==> config.mk <==
export PLATFORM = sky130hd
export DESIGN_NAME = wvn_store
export DESIGN_NICKNAME = d
export VERILOG_FILES = /design/src/rtl/core/assert_macros.svh /design/src/rtl/core/wvn_pkg.sv /design/src/rtl/core/wvn_store.sv
export SDC_FILE = /design/constraint.sdc
export NUM_CORES = 2
export LEC_CHECK = 0
export BUFFER_PORTS_ARGS = -buffer_cell sky130_fd_sc_hd__buf_2
export CORE_MARGIN = 2
export CORE_UTILIZATION = 55
export DETAILED_ROUTE_END_ITERATION = 8
export MAX_ROUTING_LAYER = met4
export PLACE_DENSITY = 0.68
export SYNTH_ARGS = -nofsm -noshare
export SYNTH_HDL_FRONTEND = slang
export SYNTH_SLANG_ARGS = --single-unit
==> constraint.sdc <==
create_clock -name clk_i -period 9.6 [get_ports clk_i]
set_input_delay 1.92 -clock clk_i [delete_from_list [all_inputs] [get_ports clk_i]]
set_output_delay 1.92 -clock clk_i [all_outputs]
set_load 0.01 [all_outputs]
==> src/rtl/core/assert_macros.svh <==
// ---------------------------------------------------------------------------
// Assertion macros
// Shared concurrent assertion forms, clocked on clk_i, reset rst_ni.
// ---------------------------------------------------------------------------
`ifndef ASSERT_MACROS_SVH
`define ASSERT_MACROS_SVH

// plain property check
`define WVN_ASSERT(label, prop, msg) \
  label: assert property (@(posedge clk_i) disable iff (!rst_ni) (prop)) else $error(msg);

// antecedent implies consequent on the next edge
`define WVN_ASSERT_NEXT(label, ante, cons, msg) \
  label: assert property (@(posedge clk_i) disable iff (!rst_ni) (ante) |=> (cons)) \
    else $error(msg);

`endif

==> src/rtl/core/wvn_pkg.sv <==
// ---------------------------------------------------------------------------
// wvn_pkg
// Types and constants of the weighted vector normalizer.
// ---------------------------------------------------------------------------
`default_nettype none
package wvn_pkg;
  localparam int MaxPoints = 64;
  localparam int AddrW     = $clog2(MaxPoints);
  localparam int CntW      = $clog2(MaxPoints + 1);
  localparam int GridW     = 7;
  localparam int ShiftW    = 6;
  localparam int CfgDataW  = 7;
  localparam int TotalW    = 58;
  localparam int ProdW     = 63;
  localparam int PtW       = 47;
  localparam int RemW      = TotalW + 1;
  localparam logic [TotalW-1:0] TotalMax = '1;

  typedef enum logic [0:0] {
    CFG_GRID_POINTS = 1'b0,
    CFG_TOL_SHIFT   = 1'b1
  } cfg_reg_e;

  typedef enum logic [2:0] {
    ST_OK        = 3'd0,
    ST_COUNT     = 3'd1,
    ST_BAD_WT    = 3'd2,
    ST_TOO_NEG   = 3'd3,
    ST_NO_POS    = 3'd4,
    ST_ZERO_SUM  = 3'd5
  } status_e;

  typedef enum logic [3:0] {
    S_LOAD, S_EVAL, S_CRD, S_CMUL, S_CACC, S_DRD, S_DMUL, S_DST, S_DDIV, S_OUT
  } state_e;

  typedef struct packed {
    logic         start;
    logic [PtW-1:0]    num;
    logic [TotalW-1:0] den;
  } div_req_t;

  typedef struct packed {
    logic        done;
    logic [31:0] quot;
  } div_rsp_t;
endpackage
`default_nettype wire

==> src/rtl/core/wvn_store.sv <==
// ---------------------------------------------------------------------------
// wvn_store
// Sample memory, one write and one registered read port, {value, weight}.
// ---------------------------------------------------------------------------
`default_nettype none
module wvn_store
  import wvn_pkg::*;
(
  input  wire logic             clk_i,
  input  wire logic             we_i,
  input  wire logic [AddrW-1:0] waddr_i,
  input  wire logic [63:0]      wdata_i,
  input  wire logic [AddrW-1:0] raddr_i,
  output logic      [63:0]      rdata_o
);
  logic [63:0] mem_q [MaxPoints];

  always_ff @(posedge clk_i) begin
    if (we_i) begin
      mem_q[waddr_i] <= wdata_i;
    end
    rdata_o <= mem_q[raddr_i];
  end
endmodule
`default_nettype wire

==> reports/summary.txt <==
Outcome: finished, final reports clean
Worst endpoint data arrival time: 5.37 ns
Overall die height: 537 um
Worst path cell trace: buf_8, buf_12, buf_4, mux4_2, or3_1, a41oi_1, a211oi_1
Clock tree from TritonCTS: done
RSZ-0062 raised after global routing: false
Startpoint of the tightest hold check path: mem_q[46][62]
Nets in the synthesized netlist: 6,676
FP Rows: 195
Beginning of the worst register-to-register path: mem_q[13][14]
Iter 0 DRT Violations: 11.9k
Number of enable-type register cells in the synthesized netlist: 4,096
Post-CTS clock slew at the launch and capture registers of the worst setup and hold paths: 0.06 ns
Area Overhead vs Synth: 12.3%
IO Count: 142
Primary FF master, synth: sky130_fd_sc_hd__edfxtp_1
TritonCTS buffer count: 406
Ratio of total power to cell area: 215 nW/um2
Buffers inserted by post-CTS timing repair: 0
Count of warnings emitted by yosys: 0
Leak pwr: 54.8 nW
Hold depth: 4
Master cell of the clock root buffer: sky130_fd_sc_hd__clkbuf_16
Critical path fanouts, max: 110
Pin count of the biggest net entering global routing: 111
Number of flip-flops and latches in the synthesized netlist: 4,160
Last weighted congestion value of the routability-driven placer: 0.825
Worst Hold Endpoint: rdata_o[62]
All-layer global routing usage: 30.9%
IR Drop Worst-Case VDD: 0.271 mV
Area share of the leading cell type in the synthesized netlist: 78.7%
Effective utilization at floorplan: 55.3%
Number of max-slew violations in the final report: 0
Aggregate routed wire length: 427 mm
Maximum cell stage delay along the critical path: 0.70 ns
Crit Path Category: in -> reg
Final core occ: 62.2%
Category of the worst setup path capture point: flop
Largest area contributor in the netlist: sky130_fd_sc_hd__edfxtp_1
Area post-placement: 162,000 um2
DRC violation count after routing: 0
Required time of the critical path: 10.32 ns
Via count of the first global-routing pass: 76.2k
Worst relative slew slack: 7.79%
Post-detail-place hpwl: 218 mm
Routed WL per cell: 38.6 um
Sort of element at the start of the critical path: input port
Worst setup path start: raddr_i[2]
Slew at the pin closest to its max-slew limit: 1.38 ns
Aggregate negative setup slack: 0 ns
Unique cell type count in the Yosys netlist: 33
Top cell family by delay on the critical path: buffers and inverters
Routed Antenna Nets: 0
Number of buffer cells added on primary ports: 141
Cell depth of the worst flop-to-flop path: 5
Most used standard cells in the synthesized netlist: sky130_fd_sc_hd__edfxtp_1, sky130_fd_sc_hd__mux4_2, sky130_fd_sc_hd__buf_2
Worst-case clock skew: 0.0606 ns
Highest attainable clock frequency: 0.215 GHz
Largest cells by area after synthesis: sky130_fd_sc_hd__edfxtp_1, sky130_fd_sc_hd__mux4_2, sky130_fd_sc_hd__mux2i_1
Via/cell ratio: 6.95
Net count, final: 7,056
Core outline area: 283,000 um2
RR Endpoint: rdata_o[14]
Final-report hold violation count: 0
Count of max-cap constraint violations: 0
TritonCTS sink count: 4,160
Most repeated cell in the gate-level netlist after synthesis: sky130_fd_sc_hd__edfxtp_1
Hold-fix buffer count after cts: 0
H-tree depth: 5
Area of the die: 289,000 um2
Post-route clock period utilization: 48.4%
Fillers: 18.7k
Post-layout minimum cycle time: 4.65 ns
Crit path buffers/inverters: 3
Residual overflow from global routing: 0
Average footprint of a synthesized cell: 23.7 um2
Class of the tightest hold or removal check: reg -> reg
Buffer levels on the longest clock path: 4
FF-to-FF setup slack: 7.18 ns
Worst slack on hold paths: 0.841 ns
Antenna violations before repair: 31
Number of iterations in the first detailed-routing pass: 8
Number of vias after detailed routing: 77.0k
Sequential cell area fraction in the yosys report: 79.5%
First-pass GRT wire length: 598 mm
Setup violation total in the final timing report: 0
Skew-Pair Late Insertion Delay: 0.94 ns
Mapped Area: 156,000 um2
Width of the die: 537 um
Cell with the largest stage delay on the worst path: sky130_fd_sc_hd__buf_4
Total of cells resized after clock tree synthesis: 0
Gate count of the mapped netlist: 6,598
Final standard cell area without fillers: 176,000 um2
Share of layout cells above drive strength 1: 28.2%
Fraction of registers with async set/reset: 0%
## area by class of cell
cell class	instances	area, um2	share of cell area [%]
repair buffers	342	2540	1.44
clock buffers	522	11000	6.24
clock inverters	223	2290	1.31
flip-flops and latches	4160	124000	70.8
well taps	3743	4680	2.67
inverters	19	71.3	0.0406
diodes	19	47.5	0.0271
multi-input cells	2049	30800	17.5
## per-stage QoR
step / power [W] / setup WS, ns / instances
after floorplan: 0.0215 / 2.24 / 6598
after global placement: 0.0223 / 4.20 / 10300
after detailed placement: 0.0223 / 4.10 / 10300
after CTS: 0.0379 / 5.07 / 11100
after global routing: 0.0387 / 4.89 / 11100
final: 0.0378 / 4.95 / 11100
## metal layers
layer | GRT usage [%] | wire length [um] | vias to the layer above
met1 | 42.9 | 157000 | 41600
li1 | - | - | 29300
met2 | 47.0 | 204000 | 5269
met3 | 5.05 | 48300 | 845
met5 | - | 0 | -
met4 | 11.3 | 17600 | 0
## cells by family after synthesis
| kind of cell | Yosys count | share of synthesized area (%) |
|---|---|---|
| AOI/OAI and AO/OA | 504 | 2.48 |
| buffers and inverters | 389 | 1.18 |
| DFF | 4160 | 79.5 |
| muxes | 1159 | 15.6 |
| and+or+nand+nor | 386 | 1.24 |
## tightest hold or removal path: cells and delay by family (launching register included)
family,cells,cell delay [ns]
AO/OA/AOI/OAI,1,0.06
flip-flops,1,0.31
multiplexers,1,0.22
AND/OR/NAND/NOR,2,0.21
## state kept, by name (all words and copies together) (netlist names)
name	count
mem_q	4096
rdata_o	64
## report_power, final
part | internal (W) | switching, W
combinational | 0.000615 | 0.00108
clock | 0.00913 | 0.00677
sequential | 0.0201 | 0.0000963
total | 0.0299 | 0.00795
## how the worst max path moves through the flow
stage	to	slack (ns)	cells after the start
4_1_cts	rdata_o[3]	5.07	8
5_1_grt	rdata_o[3]	4.89	8
3_3_place_gp	rdata_o[3]	4.20	8
2_1_floorplan	mem_q[48][0]	2.24	4
6_report	rdata_o[35]	4.95	7
3_5_place_dp	rdata_o[3]	4.10	8
## layout by cell type (no fill, tap or decap), types with 18 or more instances in the layout
master                      instances
sky130_fd_sc_hd__mux4_2          1024
sky130_fd_sc_hd__nor2_4            65
sky130_fd_sc_hd__a2bb2oi_1         19
sky130_fd_sc_hd__o221ai_1          38
sky130_fd_sc_hd__a22oi_1          168
sky130_fd_sc_hd__a31oi_1           18
sky130_fd_sc_hd__buf_4            178
sky130_fd_sc_hd__inv_1             19
sky130_fd_sc_hd__a22o_1            88
sky130_fd_sc_hd__nand3_1           45
sky130_fd_sc_hd__or2_2             28
sky130_fd_sc_hd__nor2_1            47
sky130_fd_sc_hd__and3_1            64
sky130_fd_sc_hd__buf_2            138
sky130_fd_sc_hd__a41oi_1           26
sky130_fd_sc_hd__bufinv_16         39
sky130_fd_sc_hd__clkbuf_1          85
sky130_fd_sc_hd__clkbuf_16        411
sky130_fd_sc_hd__nor2b_1           24
sky130_fd_sc_hd__clkbuf_8          26
sky130_fd_sc_hd__diode_2           19
sky130_fd_sc_hd__or3_1             29
sky130_fd_sc_hd__buf_12            24
sky130_fd_sc_hd__clkinv_1          71
sky130_fd_sc_hd__mux2i_1          135
sky130_fd_sc_hd__edfxtp_1        4096
sky130_fd_sc_hd__clkinv_2          69
sky130_fd_sc_hd__dfxtp_1           64
sky130_fd_sc_hd__nand2_1           56
sky130_fd_sc_hd__o22ai_1           83
sky130_fd_sc_hd__a211oi_1          63
Note: power is estimated with default switching activity, not from simulation.
