<file path="src/rtl/core/assert_macros.svh">
// ---------------------------------------------------------------------------
// Assertion macros
// Shared concurrent assertion forms, clocked on clk_i, reset rst_ni.
// ---------------------------------------------------------------------------
`ifndef ASSERT_MACROS_SVH
`define ASSERT_MACROS_SVH

// plain property check
`define WVN_ASSERT(label, prop, msg) \
  label: assert property (@(posedge clk_i) disable iff (!rst_ni) (prop)) else $error(msg);

// antecedent implies consequent on the next edge
`define WVN_ASSERT_NEXT(label, ante, cons, msg) \
  label: assert property (@(posedge clk_i) disable iff (!rst_ni) (ante) |=> (cons)) \
    else $error(msg);

`endif

</file>
<file path="src/rtl/core/wvn_pkg.sv">
// ---------------------------------------------------------------------------
// wvn_pkg
// Types and constants of the weighted vector normalizer.
// ---------------------------------------------------------------------------
`default_nettype none
package wvn_pkg;
  localparam int MaxPoints = 64;
  localparam int AddrW     = $clog2(MaxPoints);
  localparam int CntW      = $clog2(MaxPoints + 1);
  localparam int GridW     = 7;
  localparam int ShiftW    = 6;
  localparam int CfgDataW  = 7;
  localparam int TotalW    = 58;
  localparam int ProdW     = 63;
  localparam int PtW       = 47;
  localparam int RemW      = TotalW + 1;
  localparam logic [TotalW-1:0] TotalMax = '1;

  typedef enum logic [0:0] {
    CFG_GRID_POINTS = 1'b0,
    CFG_TOL_SHIFT   = 1'b1
  } cfg_reg_e;

  typedef enum logic [2:0] {
    ST_OK        = 3'd0,
    ST_COUNT     = 3'd1,
    ST_BAD_WT    = 3'd2,
    ST_TOO_NEG   = 3'd3,
    ST_NO_POS    = 3'd4,
    ST_ZERO_SUM  = 3'd5
  } status_e;

  typedef enum logic [3:0] {
    S_LOAD, S_EVAL, S_CRD, S_CMUL, S_CACC, S_DRD, S_DMUL, S_DST, S_DDIV, S_OUT
  } state_e;

  typedef struct packed {
    logic         start;
    logic [PtW-1:0]    num;
    logic [TotalW-1:0] den;
  } div_req_t;

  typedef struct packed {
    logic        done;
    logic [31:0] quot;
  } div_rsp_t;
endpackage
`default_nettype wire

</file>
<file path="src/rtl/core/wvn_divider.sv">
// ---------------------------------------------------------------------------
// wvn_divider
// Restoring divider, 32 quotient bits of floor(num * 2^31 / den), one per cycle.
// ---------------------------------------------------------------------------
`default_nettype none
module wvn_divider
  import wvn_pkg::*;
(
  input  wire logic     clk_i,
  input  wire logic     rst_ni,
  input  wire div_req_t req_i,
  output div_rsp_t      rsp_o
);
  logic              busy_q, busy_d, done_q, done_d;
  logic [4:0]        step_q, step_d;
  logic [RemW-1:0]   rem_q, rem_d, trial;
  logic [31:0]       quot_q, quot_d;
  logic [TotalW-1:0] den_q, den_d;
  logic              ge;

  always_comb begin
    busy_d = busy_q;
    step_d = step_q;
    rem_d  = rem_q;
    quot_d = quot_q;
    den_d  = den_q;
    done_d = 1'b0;
    trial  = (step_q == 5'd0) ? rem_q : {rem_q[RemW-2:0], 1'b0};
    ge     = trial >= {1'b0, den_q};
    if (req_i.start) begin
      busy_d = 1'b1;
      step_d = '0;
      rem_d  = RemW'(req_i.num);
      quot_d = '0;
      den_d  = req_i.den;
    end else if (busy_q) begin
      rem_d  = ge ? trial - {1'b0, den_q} : trial;
      quot_d = {quot_q[30:0], ge};
      step_d = step_q + 5'd1;
      if (step_q == 5'd31) begin
        busy_d = 1'b0;
        done_d = 1'b1;
      end
    end
  end

  always_ff @(posedge clk_i or negedge rst_ni) begin
    if (!rst_ni) begin
      busy_q <= 1'b0;
      done_q <= 1'b0;
      step_q <= '0;
    end else begin
      busy_q <= busy_d;
      done_q <= done_d;
      step_q <= step_d;
    end
  end

  always_ff @(posedge clk_i) begin
    rem_q  <= rem_d;
    quot_q <= quot_d;
    den_q  <= den_d;
  end

  assign rsp_o.done = done_q;
  assign rsp_o.quot = quot_q;
endmodule
`default_nettype wire

</file>
<file path="config.mk">
export PLATFORM = sky130hd
export DESIGN_NAME = wvn_divider
export DESIGN_NICKNAME = d
export VERILOG_FILES = /design/src/rtl/core/assert_macros.svh /design/src/rtl/core/wvn_pkg.sv /design/src/rtl/core/wvn_divider.sv
export SDC_FILE = /design/constraint.sdc
export NUM_CORES = 1
export LEC_CHECK = 0
export BUFFER_PORTS_ARGS = -buffer_cell sky130_fd_sc_hd__buf_4
export CAP_MARGIN = 30
export CORE_MARGIN = 2
export CORE_UTILIZATION = 30
export CTS_CLUSTER_SIZE = 16
export DETAILED_ROUTE_END_ITERATION = 16
export GPL_ROUTABILITY_DRIVEN = 0
export HOLD_SLACK_MARGIN = 0.02
export PLACE_DENSITY = 0.58
export SLEW_MARGIN = 20
export SYNTH_ARGS = -nofsm -noshare
export SYNTH_HDL_FRONTEND = slang
export SYNTH_SLANG_ARGS = --single-unit
</file>
<file path="constraint.sdc">
create_clock -name clk_i -period 5.8 [get_ports clk_i]
set_input_delay 0.58 -clock clk_i [delete_from_list [all_inputs] [get_ports clk_i]]
set_output_delay 0.58 -clock clk_i [all_outputs]
set_load 0.05 [all_outputs]
</file>
==> results of run 1 <==
[cell type report]
cell class | instances | area (um^2)
Timing Repair Buffer | 149 | 1150
Sequential cell | 156 | 4210
Tap cell | 461 | 577
Multi-Input combinational cell | 859 | 6060
Inverter | 82 | 308
Fill cell | 3655 | 22700
Clock inverter | 7 | 97.6
Clock buffer | 25 | 519
[worst max-delay path, stage by stage (launching register included)]
cell     delay (ps)
dfrtp_1         420
inv_1            80
ha_1            150
nor4b_4         250
buf_12          320
mux2_2          390
ha_1            370
o21a_1          150
o31a_1          200
o21a_2          230
a31oi_4         140
o31ai_4         420
a31oi_2         190
o21ai_4         190
buf_4           420
mux2_1          380
mux2_2          260
[power breakdown]
group	leakage (nW)	switching, mW	total [mW]	internal [mW]
sequential	1.50	0.131	1.62	1.49
clock	0.294	0.483	1.20	0.715
combinational	3.90	2.32	3.98	1.66
[synthesized netlist by cell type, drive strengths merged (7+ instances only)]
cell type / count / area [um^2]
nor2: 115 / 432
a21oi: 114 / 574
edfxtp: 105 / 3150
inv: 82 / 308
mux2: 82 / 927
nand2: 78 / 295
o21ai: 63 / 330
ha: 61 / 763
clkbuf: 48 / 181
a21o: 46 / 345
dfxtp: 44 / 881
mux2i: 42 / 420
xor2: 29 / 254
nand4: 27 / 175
buf: 23 / 136
xnor2: 18 / 158
nand3: 17 / 85.1
a211oi: 14 / 110
nor2b: 12 / 75.1
o21a: 12 / 91.3
nor3: 11 / 55.1
o21bai: 11 / 82.6
and3: 10 / 62.6
nand2b: 8 / 50.1
a31oi: 7 / 65.1
dfrtp: 7 / 175
o211ai: 7 / 57.6
[state kept, by name, indices dropped and copies added (netlist names)]
name	count
den_q	58
done_q	1
quot_q	32
rem_q	59
step_q	5
busy_q	1
[kinds of logic after synthesis]
logic type,count (synthesis),synth area share
compound gates,314,0.185
xor+xnor,47,0.0378
fa+ha+maj,62,0.0719
buf+inv,153,0.0575
flops,156,0.387
mux,124,0.124
simple gates,312,0.138
[through the flow]
stage / hold WS (ps) / instances / total power [mW] / instance area (um^2)
final: 311 / 1739 / 6.80 / 12900
after detailed placement: 405 / 1706 / 5.55 / 12300
after global routing: 298 / 1739 / 7.31 / 12900
after CTS: 291 / 1739 / 6.80 / 12900
after floorplan: 284 / 1168 / 4.70 / 10900
after global placement: 404 / 1706 / 5.53 / 12300
[repair_timing]
item	4_1_cts	5_1_grt
endpoints found under the setup margin	0	0
buffers inserted	0	0
hold endpoints to repair	7	0
hold buffers	1	0
[metal layers]
layer  routed length (um)  GRT usage  vias to the layer above
met5                    0          0                        -
met1                14200      0.217                     4286
li1                     -          -                     4415
met4                  593     0.0521                        0
met3                 1150     0.0222                       29
met2                13400      0.245                      209
[worst paths after layout]
check / slack [ps] / cells after the start / to
worst max-delay path: 950 / 16 / rem_q[36]$_DFFE_PP_
worst min-delay path: 310 / 1 / den_q[25]$_DFFE_PP_
worst max register to register: 950 / 16 / rem_q[36]$_DFFE_PP_
worst min register to register: 500 / 2 / rem_q[48]$_SDFFE_PP0P_
max in group asynchronous: 5160 / 2 / busy_q$_DFF_PN0_
min in group asynchronous: 500 / 2 / busy_q$_DFF_PN0_
==> flow_summary.ini, run 1 <==
[timing]
fin_crit_sh = 0.835
rsz0062_at_grt = no
slew_headroom = 0.402
setup_viol = 0
fin_skew_ps = 11.5
timing.setup.tns_ps = 0
worstMarginPinSlew_ps = 897
fmax_mhz = 206
hold_viol = 0
fin_crit_ps = 4850
final_max_slew_viol_count = 0
layout_setup_ws_ps = 954

[min_path]
min_from = req_i[25]
hp-class = input pin to register

[worst_setup_path]
critical_path_class = register to register
cp.arrival_ps = 5030
required_ps = 5990
crit_path_end_kind = register
cp_max_fo = 60
crit_start = step_q[0]$_DFFE_PN0P_
startpoint_type = register
rr_startpoint = step_q[0]$_DFFE_PN0P_

[yosys]
synthFlopType = edfxtp_1
syn_area_per_cell_um2 = 9.32
syn_inst = 1168
seq_area_frac_synth = 0.387
ys_seq_elements = 156
synth.distinct_cells = 78
synthArstFlopShare = 0.0449
yosys_warnings = 0
synth_edf_count = 105
syn_nets = 1338
syn_area_um2 = 10900

[floorplanning]
rows = 69
die_w_um = 195
core-area_um2 = 35700
die_h_um = 195
dieArea_um2 = 37800
io_pins = 141
initial_core_util = 0.305

[power]
leakage_nw = 5.69
power.density_nw_per_um2 = 527
ir_drop_uv = 319

[clock_network]
cts_tree = yes
postCtsResizedCells = 0
clk_latency_ps = 440
cts_sinks = 156
cts_buffer_depth = 2
cts.clk_slew.worst_paths_ps = 70
cts_buffers = 17
clockRootBuffer = clkbuf_16
cts_max_level = 4

[layout]
mostFrequentLayoutCell = buf_4
fin_nets = 1435
diodes = 0
areaGrowthSynthToFinish_pct = 18.6
final_cell_mix = 146 x buf_4, 115 x nor2_1, 113 x a21oi_1, 105 x edfxtp_1, 80 x inv_1
layout-drive-gt1-share = 0.214
fin_util = 0.362

[global_routing]
grt_pass1_wl_um = 47200
overflow = 0
grt_pass1_vias = 8729
grt_max_degree = 73
antenna_found_initial = 0
grt_use_total = 0.155

[placed_design]
hpwl_um = 21600
pre_cts_ws_ps = 997
io_buffers = 140

[route]
vias_per_cell = 5.14
drt_drc_violations_left = 0
first_iter_violations = 549
drt-wirelength-per-cell_um = 16.9
ant_nets = 0
drtPass1Iterations = 5
wl_um = 29300
vias = 8939

[flow_run]
drv_cap = 0

[outcome]
status = finished clean
Note: power is estimated with default switching activity, not from simulation.
==> run 2, diff against run 1 <==
==> constraint.sdc (replaced) <==
create_clock -name clk_i -period 4.6 [get_ports clk_i]
set_input_delay 0.46 -clock clk_i [delete_from_list [all_inputs] [get_ports clk_i]]
set_output_delay 0.46 -clock clk_i [all_outputs]
set_load 0.05 [all_outputs]
==> flow_summary.ini, run 2 (synthesis gave the netlist of run 1 again) <==
[layout]
largest_reg_flops = 59
final_cell_mix = 188 x buf_4, 115 x nor2_1, 111 x a21oi_1, 105 x edfxtp_1, 80 x inv_1
mostFrequentLayoutCell = buf_4
largest_register = rem_q
layout-drive-gt1-share = 0.254
areaGrowthSynthToFinish_pct = 23.1
diodes = 0
fin_nets = 1483
top_regs = rem_q: 59 flops, den_q: 58 flops, quot_q: 32 flops
finalInstanceArea_um2 = 13400

[power]
power_mw = 9.09
power.density_nw_per_um2 = 678
leakage_nw = 5.94
ir_drop_uv = 298

[worst_setup_path]
ff2ff_path_depth = 15
r2r_setup_slack_ps = 130
cp_max_fo = 14
cp.arrival_ps = 4660
required_ps = 4790
crit_end = rem_q[32]$_DFFE_PP_
crit_path_end_kind = register
critical_path_class = register to register
reg2reg_to = rem_q[32]$_DFFE_PP_
rr_startpoint = step_q[0]$_DFFE_PN0P_
crit_start = step_q[0]$_DFFE_PN0P_
startpoint_type = register

[min_path]
hp-class = input pin to register

[placed_design]
hpwl_um = 22700
dpl_cell_area_um2 = 12600
io_buffers = 140

[route]
first_iter_violations = 669
vias_per_cell = 5.03
drt_drc_violations_left = 0
drtPass1Iterations = 6
drt-wirelength-per-cell_um = 17.2
wl_um = 30800
vias = 8991
ant_nets = 0

[timing]
slew_headroom = 0.391
fmax_mhz = 224
final_max_slew_viol_count = 0
fin_crit_sh = 0.971
fin_skew_ps = 15.4
setup_viol = 0
fin_crit_ps = 4470
rsz0062_at_grt = yes
hold_viol = 0
whs_ps = 186
timing.setup.tns_ps = 0
worstMarginPinSlew_ps = 913

[floorplanning]
dieArea_um2 = 37800
io_pins = 141
die_h_um = 195
rows = 69
initial_core_util = 0.305
die_w_um = 195
core-area_um2 = 35700

[global_routing]
grt_use_total = 0.160
grt_pass1_vias = 8963
overflow = 0
grt_max_degree = 81
antenna_found_initial = 0
grt_pass1_wl_um = 48100

[clock_network]
cts.clk_slew.worst_paths_ps = 80
cts_buffer_depth = 2
cts_sinks = 156
clk_latency_ps = 450
cts_tree = yes
cts_buffers = 17
cts_max_level = 4
clockRootBuffer = clkbuf_16

[flow_run]
drv_cap = 0

[outcome]
status = finished clean
[run 2: changes by cell type in the layout (fill, tap and decap cells not counted), sizes merged]
cell      before  now
clkinv         1    3
inv           84   87
clkbuf        25   20
clkinvlp       2    5
buf          148  193
[run 2: how the worst min path moves through the flow]
stage,cells after the start,slack (ps),from,endpoint
floorplan,0,160,rst_ni,busy_q$_DFF_PN0_
detailed placement,1,280,rst_ni,done_q$_DFF_PN0_
finish,1,190,req_i[37],den_q[37]$_DFFE_PP_
CTS,1,160,req_i[17],den_q[17]$_DFFE_PP_
global placement,1,270,rst_ni,done_q$_DFF_PN0_
global route,1,150,req_i[14],den_q[14]$_DFFE_PP_
[run 2: what timing repair did]
| item | CTS | global route |
|---|---|---|
| endpoints found under the setup margin | 0 | 32 |
| buffers inserted | 0 | 6 |
| hold buffers | 1 | 0 |
| gates resized for setup | 0 | 19 |
| hold endpoints to repair | 7 | 0 |
[run 2: cell type report]
type,instances,area (um^2)
Tap cell,461,577
Multi-Input combinational cell,859,6130
Inverter,82,308
Fill cell,3589,22200
Clock buffer,17,425
Clock inverter,15,163
Timing Repair Buffer,197,1600
Sequential cell,156,4210
[run 2: layer usage]
metal / up-vias / part of all wire / wire length, um / GRT usage
li1: 4509 / - / - / -
met1: 4262 / 0.49 / 15100 / 0.218
met2: 186 / 0.45 / 13900 / 0.254
met3: 34 / 0.038 / 1160 / 0.0304
met4: 0 / 0.021 / 654 / 0.0530
met5: - / 0 / 0 / 0
[run 2: where the power goes]
part	switching, mW	internal, mW	leakage (nW)
registers	0.171	1.88	1.50
logic	3.12	2.48	4.17
clock network	0.626	0.806	0.271
[run 2: per-stage QoR]
step | setup WS [ps] | cells | util
2_1_floorplan | 25.9 | 1168 | -
3_3_place_gp | 173 | 1745 | 0.354
3_5_place_dp | 80.8 | 1745 | 0.354
4_1_cts | 58.0 | 1778 | 0.370
5_1_grt | -40.6 | 1787 | 0.376
6_report | 133 | 1787 | 0.376
[run 2: worst max-delay path, cell delays in order, from the launching register on]
cell       delay, ps
dfrtp_1          420
inv_1             70
ha_1             140
nor4b_4          260
buf_4            210
clkbuf_16        190
mux2_2           350
ha_1             340
nand2_2          110
or4_1            570
o211ai_2         300
a221oi_2         160
o31ai_1          380
xor2_1           120
mux2_1           310
mux2_2           260
